### src/hw/rtl/smd_pkg.sv
// shared types and constants for the sensor mask deframer
package smd_pkg;

	// framing bytes
	localparam logic [7:0] SYNC_FIRST  = 8'hFE;
	localparam logic [7:0] SYNC_SECOND = 8'hED;

	// request kinds carried in req_type
	localparam logic REQ_BYTE  = 1'b0;
	localparam logic REQ_TABLE = 1'b1;

	// default sizes
	localparam int DEVICE_COUNT_DEF = 8;
	localparam int SENSOR_COUNT_DEF = 8;

	// offsets register width, one signed byte per device
	localparam int CFG_W = 64;

	// input beat
	typedef struct packed {
		logic       req_type;
		logic [7:0] data_byte;
		logic [2:0] table_device;
		logic [2:0] table_sensor;
		logic [6:0] note_pitch;
		logic [6:0] note_velocity;
		logic       note_holdable;
	} req_t;

	// output beat, one note event
	typedef struct packed {
		logic [2:0] channel;
		logic [6:0] pitch;
		logic [6:0] velocity;
		logic       note_on;
		logic       last;
	} evt_t;

	// one note table entry
	typedef struct packed {
		logic       holdable;
		logic [6:0] velocity;
		logic [6:0] pitch;
	} note_entry_t;

endpackage

### src/hw/rtl/sensor_mask_deframe_to_note_events_core.sv
// sensor mask deframer turning sensor changes into note events
//
// Serial bytes arrive on the req channel (req_type low) and are searched for
// the sync pair FE ED; a repeated FE keeps the partial sync. The next byte is
// the device number, the one after it the sensor mask. The mask is XORed with
// the mask last stored for that device and each changed sensor below
// SENSOR_COUNT gives one event on the evt channel, lowest sensor first: a
// rising bit is a note-on whose velocity is the table velocity plus the
// device's signed offset byte from cfg_data, clamped to 0..127; a falling bit
// is a note-off only when the table entry is holdable. The final event of a
// packet carries last. A device number of DEVICE_COUNT or more still uses up
// its mask byte but the packet is dropped and the stored mask kept. Table
// write beats (req_type high) load one note entry and touch no framing state;
// every entry that a packet can hit must be written first. Throughput: a beat
// is taken every cycle and events leave at one per cycle while evt_stall is
// low; the only input stall is a beat arriving in the mask slot while the
// events of the previous packet are still being issued from the scan stage
// (a wait that grows while evt_stall holds the output), so the event rate is
// what bounds a full packet. The first event of a packet passes the scan
// stage and then the output register on its way to the evt port. The note
// table is one row per device, read in a single access when the mask byte is
// taken; the offsets register is always ready and is to be written by the
// user only while the block is idle; the block itself does not enforce this.
module sensor_mask_deframe_to_note_events_core
	import smd_pkg::*;
#(
	parameter int DEVICE_COUNT = DEVICE_COUNT_DEF,
	parameter int SENSOR_COUNT = SENSOR_COUNT_DEF
) (
	input  logic             clk,
	input  logic             arst_n,
	// request beats
	input  logic             req_valid,
	output logic             req_stall,
	input  req_t             req,
	// event beats
	output logic             evt_valid,
	input  logic             evt_stall,
	output evt_t             evt,
	// velocity offsets register
	input  logic             cfg_valid,
	output logic             cfg_ready,
	input  logic [CFG_W-1:0] cfg_data
);

	localparam int DEV_IDX_W = (DEVICE_COUNT > 1) ? $clog2(DEVICE_COUNT) : 1;
	localparam int SEN_IDX_W = (SENSOR_COUNT > 1) ? $clog2(SENSOR_COUNT) : 1;

	typedef enum logic [1:0] {
		PH_HUNT,
		PH_SYNC2,
		PH_DEVICE,
		PH_MASK
	} phase_t;

	// framing state
	phase_t         phase_q;
	logic [2:0]     held_dev_q;
	logic           dev_ok_q;

	// offsets register
	logic [CFG_W-1:0] offsets_q;

	// last mask per device
	logic [7:0]     prev_q [DEVICE_COUNT];

	// note table, one row per device, one lane per sensor
	note_entry_t [SENSOR_COUNT-1:0] table_mem [DEVICE_COUNT];

	// scan stage
	logic                           s1_vld;
	logic [SENSOR_COUNT-1:0]        diff_s1;
	logic [SENSOR_COUNT-1:0]        mask_s1;
	logic [2:0]                     dev_s1;
	note_entry_t [SENSOR_COUNT-1:0] row_s1;

	// output register
	logic evt_vld_q;
	evt_t evt_q;

	// handshakes
	logic req_fire;
	logic byte_fire;
	logic mask_fire;
	logic tbl_we;

	// scan logic
	logic [SENSOR_COUNT-1:0] hold_vec;
	logic [SENSOR_COUNT-1:0] qual;
	logic [SENSOR_COUNT-1:0] sel;
	logic [SENSOR_COUNT-1:0] rest;
	logic [SEN_IDX_W-1:0]    sel_idx;
	logic                    found;
	logic                    out_free;
	logic                    evt_load;
	note_entry_t             sel_entry;
	logic [7:0]              off_byte;
	logic signed [8:0]       vel_sum;
	logic [6:0]              vel_sat;
	evt_t                    evt_next;

	// a mask byte must wait for the scan stage to drain
	assign req_stall = s1_vld && (phase_q == PH_MASK);
	assign req_fire  = req_valid && !req_stall;
	assign byte_fire = req_fire && (req.req_type == REQ_BYTE);
	assign mask_fire = byte_fire && (phase_q == PH_MASK) && dev_ok_q;
	assign tbl_we    = req_fire && (req.req_type == REQ_TABLE)
		&& (int'(req.table_device) < DEVICE_COUNT)
		&& (int'(req.table_sensor) < SENSOR_COUNT);

	assign cfg_ready = 1'b1;

	// sync hunt and device capture
	always_ff @(posedge clk or negedge arst_n) begin
		if (!arst_n) begin
			phase_q    <= PH_HUNT;
			held_dev_q <= '0;
			dev_ok_q   <= 1'b1;
		end else if (byte_fire) begin
			unique case (phase_q)
				PH_HUNT: begin
					if (req.data_byte == SYNC_FIRST) begin
						phase_q <= PH_SYNC2;
					end
				end
				PH_SYNC2: begin
					if (req.data_byte == SYNC_SECOND) begin
						phase_q <= PH_DEVICE;
					end else if (req.data_byte == SYNC_FIRST) begin
						phase_q <= PH_SYNC2;
					end else begin
						phase_q <= PH_HUNT;
					end
				end
				PH_DEVICE: begin
					held_dev_q <= req.data_byte[2:0];
					dev_ok_q   <= int'(req.data_byte) < DEVICE_COUNT;
					phase_q    <= PH_MASK;
				end
				PH_MASK: begin
					phase_q <= PH_HUNT;
				end
			endcase
		end
	end

	always_ff @(posedge clk or negedge arst_n) begin
		if (!arst_n) begin
			offsets_q <= '0;
		end else if (cfg_valid && cfg_ready) begin
			offsets_q <= cfg_data;
		end
	end

	always_ff @(posedge clk or negedge arst_n) begin
		if (!arst_n) begin
			for (int d = 0; d < DEVICE_COUNT; d++) begin
				prev_q[d] <= '0;
			end
		end else if (mask_fire) begin
			prev_q[held_dev_q[DEV_IDX_W-1:0]] <= req.data_byte;
		end
	end

	// note table: lane write, whole row read when the mask byte is taken
	always_ff @(posedge clk) begin
		if (tbl_we) begin
			table_mem[req.table_device[DEV_IDX_W-1:0]][req.table_sensor[SEN_IDX_W-1:0]] <=
				'{holdable: req.note_holdable,
				  velocity: req.note_velocity,
				  pitch:    req.note_pitch};
		end
		if (mask_fire) begin
			row_s1 <= table_mem[held_dev_q[DEV_IDX_W-1:0]];
		end
	end

	// pick the lowest sensor that yields an event
	always_comb begin
		for (int i = 0; i < SENSOR_COUNT; i++) begin
			hold_vec[i] = row_s1[i].holdable;
		end
		qual    = diff_s1 & (mask_s1 | hold_vec);
		sel     = qual & (~qual + SENSOR_COUNT'(1));
		rest    = qual & ~sel;
		found   = |qual;
		sel_idx = '0;
		for (int i = 0; i < SENSOR_COUNT; i++) begin
			if (sel[i]) begin
				sel_idx = SEN_IDX_W'(i);
			end
		end
	end

	assign sel_entry = row_s1[sel_idx];
	assign off_byte  = offsets_q[{dev_s1, 3'b000} +: 8];
	assign vel_sum   = $signed({2'b00, sel_entry.velocity}) + $signed({off_byte[7], off_byte});

	// clamp to 0..127
	always_comb begin
		if (vel_sum[8]) begin
			vel_sat = '0;
		end else if (vel_sum[7]) begin
			vel_sat = 7'h7F;
		end else begin
			vel_sat = vel_sum[6:0];
		end
	end

	always_comb begin
		evt_next.channel  = dev_s1;
		evt_next.pitch    = sel_entry.pitch;
		evt_next.note_on  = |(sel & mask_s1);
		evt_next.velocity = evt_next.note_on ? vel_sat : 7'd0;
		evt_next.last     = !(|rest);
	end

	assign out_free = !evt_vld_q || !evt_stall;
	assign evt_load = s1_vld && found && out_free;

	// scan stage: one event per cycle while the output is free, until no change is left
	always_ff @(posedge clk or negedge arst_n) begin
		if (!arst_n) begin
			s1_vld <= 1'b0;
		end else if (mask_fire) begin
			s1_vld <= 1'b1;
		end else if (s1_vld && !found) begin
			s1_vld <= 1'b0;
		end else if (evt_load && !(|rest)) begin
			s1_vld <= 1'b0;
		end
	end

	always_ff @(posedge clk) begin
		if (mask_fire) begin
			diff_s1 <= SENSOR_COUNT'(req.data_byte ^ prev_q[held_dev_q[DEV_IDX_W-1:0]]);
			mask_s1 <= SENSOR_COUNT'(req.data_byte);
			dev_s1  <= held_dev_q;
		end else if (evt_load) begin
			diff_s1 <= diff_s1 & ~sel;
		end
	end

	// output register
	always_ff @(posedge clk or negedge arst_n) begin
		if (!arst_n) begin
			evt_vld_q <= 1'b0;
		end else if (evt_load) begin
			evt_vld_q <= 1'b1;
		end else if (!evt_stall) begin
			evt_vld_q <= 1'b0;
		end
	end

	always_ff @(posedge clk) begin
		if (evt_load) begin
			evt_q <= evt_next;
		end
	end

	assign evt_valid = evt_vld_q;
	assign evt       = evt_q;

`ifndef SYNTH
	// an in-range mask byte always starts a scan
	a_scan_start: assert property (@(posedge clk) disable iff (!arst_n)
		mask_fire |=> s1_vld)
		else $error("scan stage not started after mask byte");

	// the event flagged last ends the scan
	a_last_ends: assert property (@(posedge clk) disable iff (!arst_n)
		(evt_load && evt_next.last) |=> !s1_vld)
		else $error("scan still busy after last event");

	// the stored mask follows the taken mask byte
	a_prev_upd: assert property (@(posedge clk) disable iff (!arst_n)
		mask_fire |=> (prev_q[$past(held_dev_q[DEV_IDX_W-1:0])] == $past(req.data_byte)))
		else $error("stored mask not updated");
`endif

endmodule
### config.mk
export PLATFORM = sky130hd
export DESIGN_NAME = sensor_mask_deframe_to_note_events_core
export DESIGN_NICKNAME = d
export VERILOG_FILES = /design/src/hw/rtl/smd_pkg.sv /design/src/hw/rtl/sensor_mask_deframe_to_note_events_core.sv
export SDC_FILE = /design/constraint.sdc
export NUM_CORES = 1
export LEC_CHECK = 0
export BUFFER_PORTS_ARGS = -buffer_cell sky130_fd_sc_hd__buf_4
export CAP_MARGIN = 20
export CORE_MARGIN = 2
export CORE_UTILIZATION = 55
export DETAILED_ROUTE_END_ITERATION = 10
export HOLD_SLACK_MARGIN = 0.03
export PLACE_DENSITY_LB_ADDON = 0.2
export SYNTH_ARGS = -nofsm -noshare
export SYNTH_HDL_FRONTEND = slang
export SYNTH_SLANG_ARGS = --single-unit
### constraint.sdc
create_clock -name clk -period 5.9 [get_ports clk]
set_input_delay 1.18 -clock clk [delete_from_list [all_inputs] [get_ports clk]]
set_output_delay 1.18 -clock clk [all_outputs]
set_load 0.03 [all_outputs]
==> metrics <==
critical-path maximum fanout 18; postcts setup bufs 0; Clock Pin Slew Worst Setup and Hold Paths 60 ps; critical path, cell by cell o21ai_1 -> nand4_1 -> nor2_1 -> a31oi_1 -> a21oi_1 -> o32ai_1 -> ha_1 -> fa_1 -> a21o_1 -> a21oi_1 -> o21ai_0 -> nor2b_1 -> o31a_1 -> a21boi_0; H-tree level count 3; post-synthesis cell type count 65; largest net degree at the start of global routing 129; port bufs 119; CP required 6340 ps; initial core utilization 0.556; initial antenna violation count 5; synth warn 0; Netlist Area Pre-Place 46600 um2; #FFs+latches synth 1254; Post-synth EDFFs 1118; Max-Cap Viols 0; period utilization 0.881; synthesized area per cell 17.8 um2; placed inst area 49000 um2; arrival time at the worst endpoint 5640 ps; Pre-antenna DRT Iters 6; Startpoint Class flop; Fillers 5841; Post-route DRC 0; CTS sink cnt 1254; cell accounting for the most synthesized area edfxtp_1; antenna-violating nets left 0; total number of vias 26200; busiest layer in global routing met2; PwrDens 333 nW/um2; RR Endpoint evt[7]; R2R Setup Slk 700 ps; DRT iter0 DRCs 3431; vias in the first global route 25200; Rows 106; CTS tree built; die area 87100 um2; Crit path largest cell delay 1030 ps; RSZ-0062 raised after global routing no; register area share after synthesis 0.793; grt met2 use 0.432; Die Y 295 um; leak pwr 0.0172 uW; Mapped Cells 2620; cts hold-fix bufs 0; crit path capture type flop; final hold vios 0; post_cts resized 0; reg2reg start hold_vec[0]; GRT met1 Usage 0.411; async set or reset register ratio after synthesis 0.108; Global Route met3 Usage 0.0453; Final Net Count 2884; CP dominant cell by count a21oi_1; slowest CP cell nor2_1; ratio of cells with drive above 1 in the final layout 0.190; Overall Global Routing Usage 0.277; Placeable Area 83800 um2; clock root cell clkbuf_16; Worst Clk Skew 32.3 ps; hpwl dp 66800 um; top post-synthesis cells by count edfxtp_1 (1118), a22oi_1 (494), mux2_2 (137); Area growth syn-to-layout 13.6%; clock buffer depth 3; cell with the most instances after synthesis edfxtp_1; Worst VDD drop 0.270 mV; Synth top area share 0.720; global-route wire length before repair 175000 um; Slew @ Worst Pin 1210 ps; Worst Reg-to-Reg Cells 14; Max Freq 0.192 GHz; detailed-route wire length 121000 um; Slew headroom 0.196; Setup violations, final 0; status finished, final reports clean; Avg WL per Cell 30.2 um; Num CTS Buffers 121; Ports 121; Placer Congestion 0.875; Die Wd 295 um; fin area 53000 um2; drt via density 6.53; hold crit path type input pin to asynchronous set/reset pin; clock latency on the worst-skew pair 720 ps; synthesized net count 2727; critical path class flop to flop; min Tclk post-route 5200 ps; GRT overflow 0; synth top area cells edfxtp_1 (72%), a22oi_1 (8.0%), dfrtp_1 (7.2%); fin. max-slew vios 0; ys flop type edfxtp_1; setup_tns 0 ps
-- routing by layer --
layer,part of all wire,vias up
met2,0.47,1470
met3,0.10,183
li1,-,11100
met5,0.00026,-
met4,0.023,4
met1,0.41,13400
-- metrics by stage --
step                      utilization  power (uW)  cells  hold WS, ps  setup WS [ps]
after floorplan                     -       10100   2620          421            588
after global placement          0.585       10300   3784          485            989
after detailed placement        0.585       10300   3785          492            905
after CTS                       0.631       17700   4008          488            855
after global routing            0.632       18100   4012          516            383
final                           0.632       17700   4013          503            702
-- sequential cells by signal, summed over array words and instances (netlist names), 8 cells and up, named ones only --
| signal | cells |
|---|---|
| diff_s1 | 8 |
| evt | 19 |
| hold_vec | 8 |
| mask_s1 | 8 |
| offsets_q | 64 |
| prev_q | 64 |
| row_s1 | 112 |
| table_mem | 960 |
-- power by group --
part	switching [uW]	internal [uW]
sequential	28.3	9720
clock	3230	4290
combinational	257	135
total	3510	14100
-- layout by cell type (no fill, tap or decap), types with 28 or more instances in the layout --
master,instances
mux2_2,137
a22oi_1,494
a21oi_1,32
nor2_1,75
clkbuf_1,40
dfrtp_1,135
o21ai_0,33
nand3_1,31
nand2_1,28
edfxtp_1,1118
or3_1,30
nand4_1,122
buf_4,191
clkbuf_16,123
-- how the worst max path moves through the flow --
stage	startpoint	end	slack, ps	cells past startpoint
finish	hold_vec[0]	evt[7]	700	14
global route	hold_vec[0]	evt[7]	380	14
detailed placement	hold_vec[0]	evt[7]	900	14
floorplan	req[29]	dev_s1[0]	590	6
CTS	hold_vec[0]	evt[7]	850	14
global placement	hold_vec[0]	evt[7]	990	14
-- worst max-delay path: cells and delay by family (launching register included) --
family / cells / cell delay, ps
AOI/OAI and AO/OA: 9 / 2010
adders and majority gates: 2 / 660
DFF: 1 / 430
and+or+nand+nor: 3 / 1830
-- cell families after synthesis --
logic type	Yosys count	synth area share
fa+ha+maj	8	0.00231
buf+inv	174	0.0152
mux	157	0.0422
compound gates	674	0.105
simple gates	338	0.0394
other cells	1	0.0000804
xor+xnor	14	0.00263
flops	1254	0.793
-- layout make-up --
| type | count | area, um2 | area share |
|---|---|---|---|
| sequential | 1254 | 37000 | 0.698 |
| multi-input combinational | 1192 | 9030 | 0.170 |
| clock buffer | 164 | 3240 | 0.0612 |
| timing repair buffer | 202 | 1650 | 0.0311 |
| tap | 1134 | 1420 | 0.0268 |
| clock inverter | 59 | 631 | 0.0119 |
| inverter | 6 | 27.5 | 0.000520 |
| antenna | 2 | 5.00 | 0.0000945 |
(Power assumes the default switching activity.)
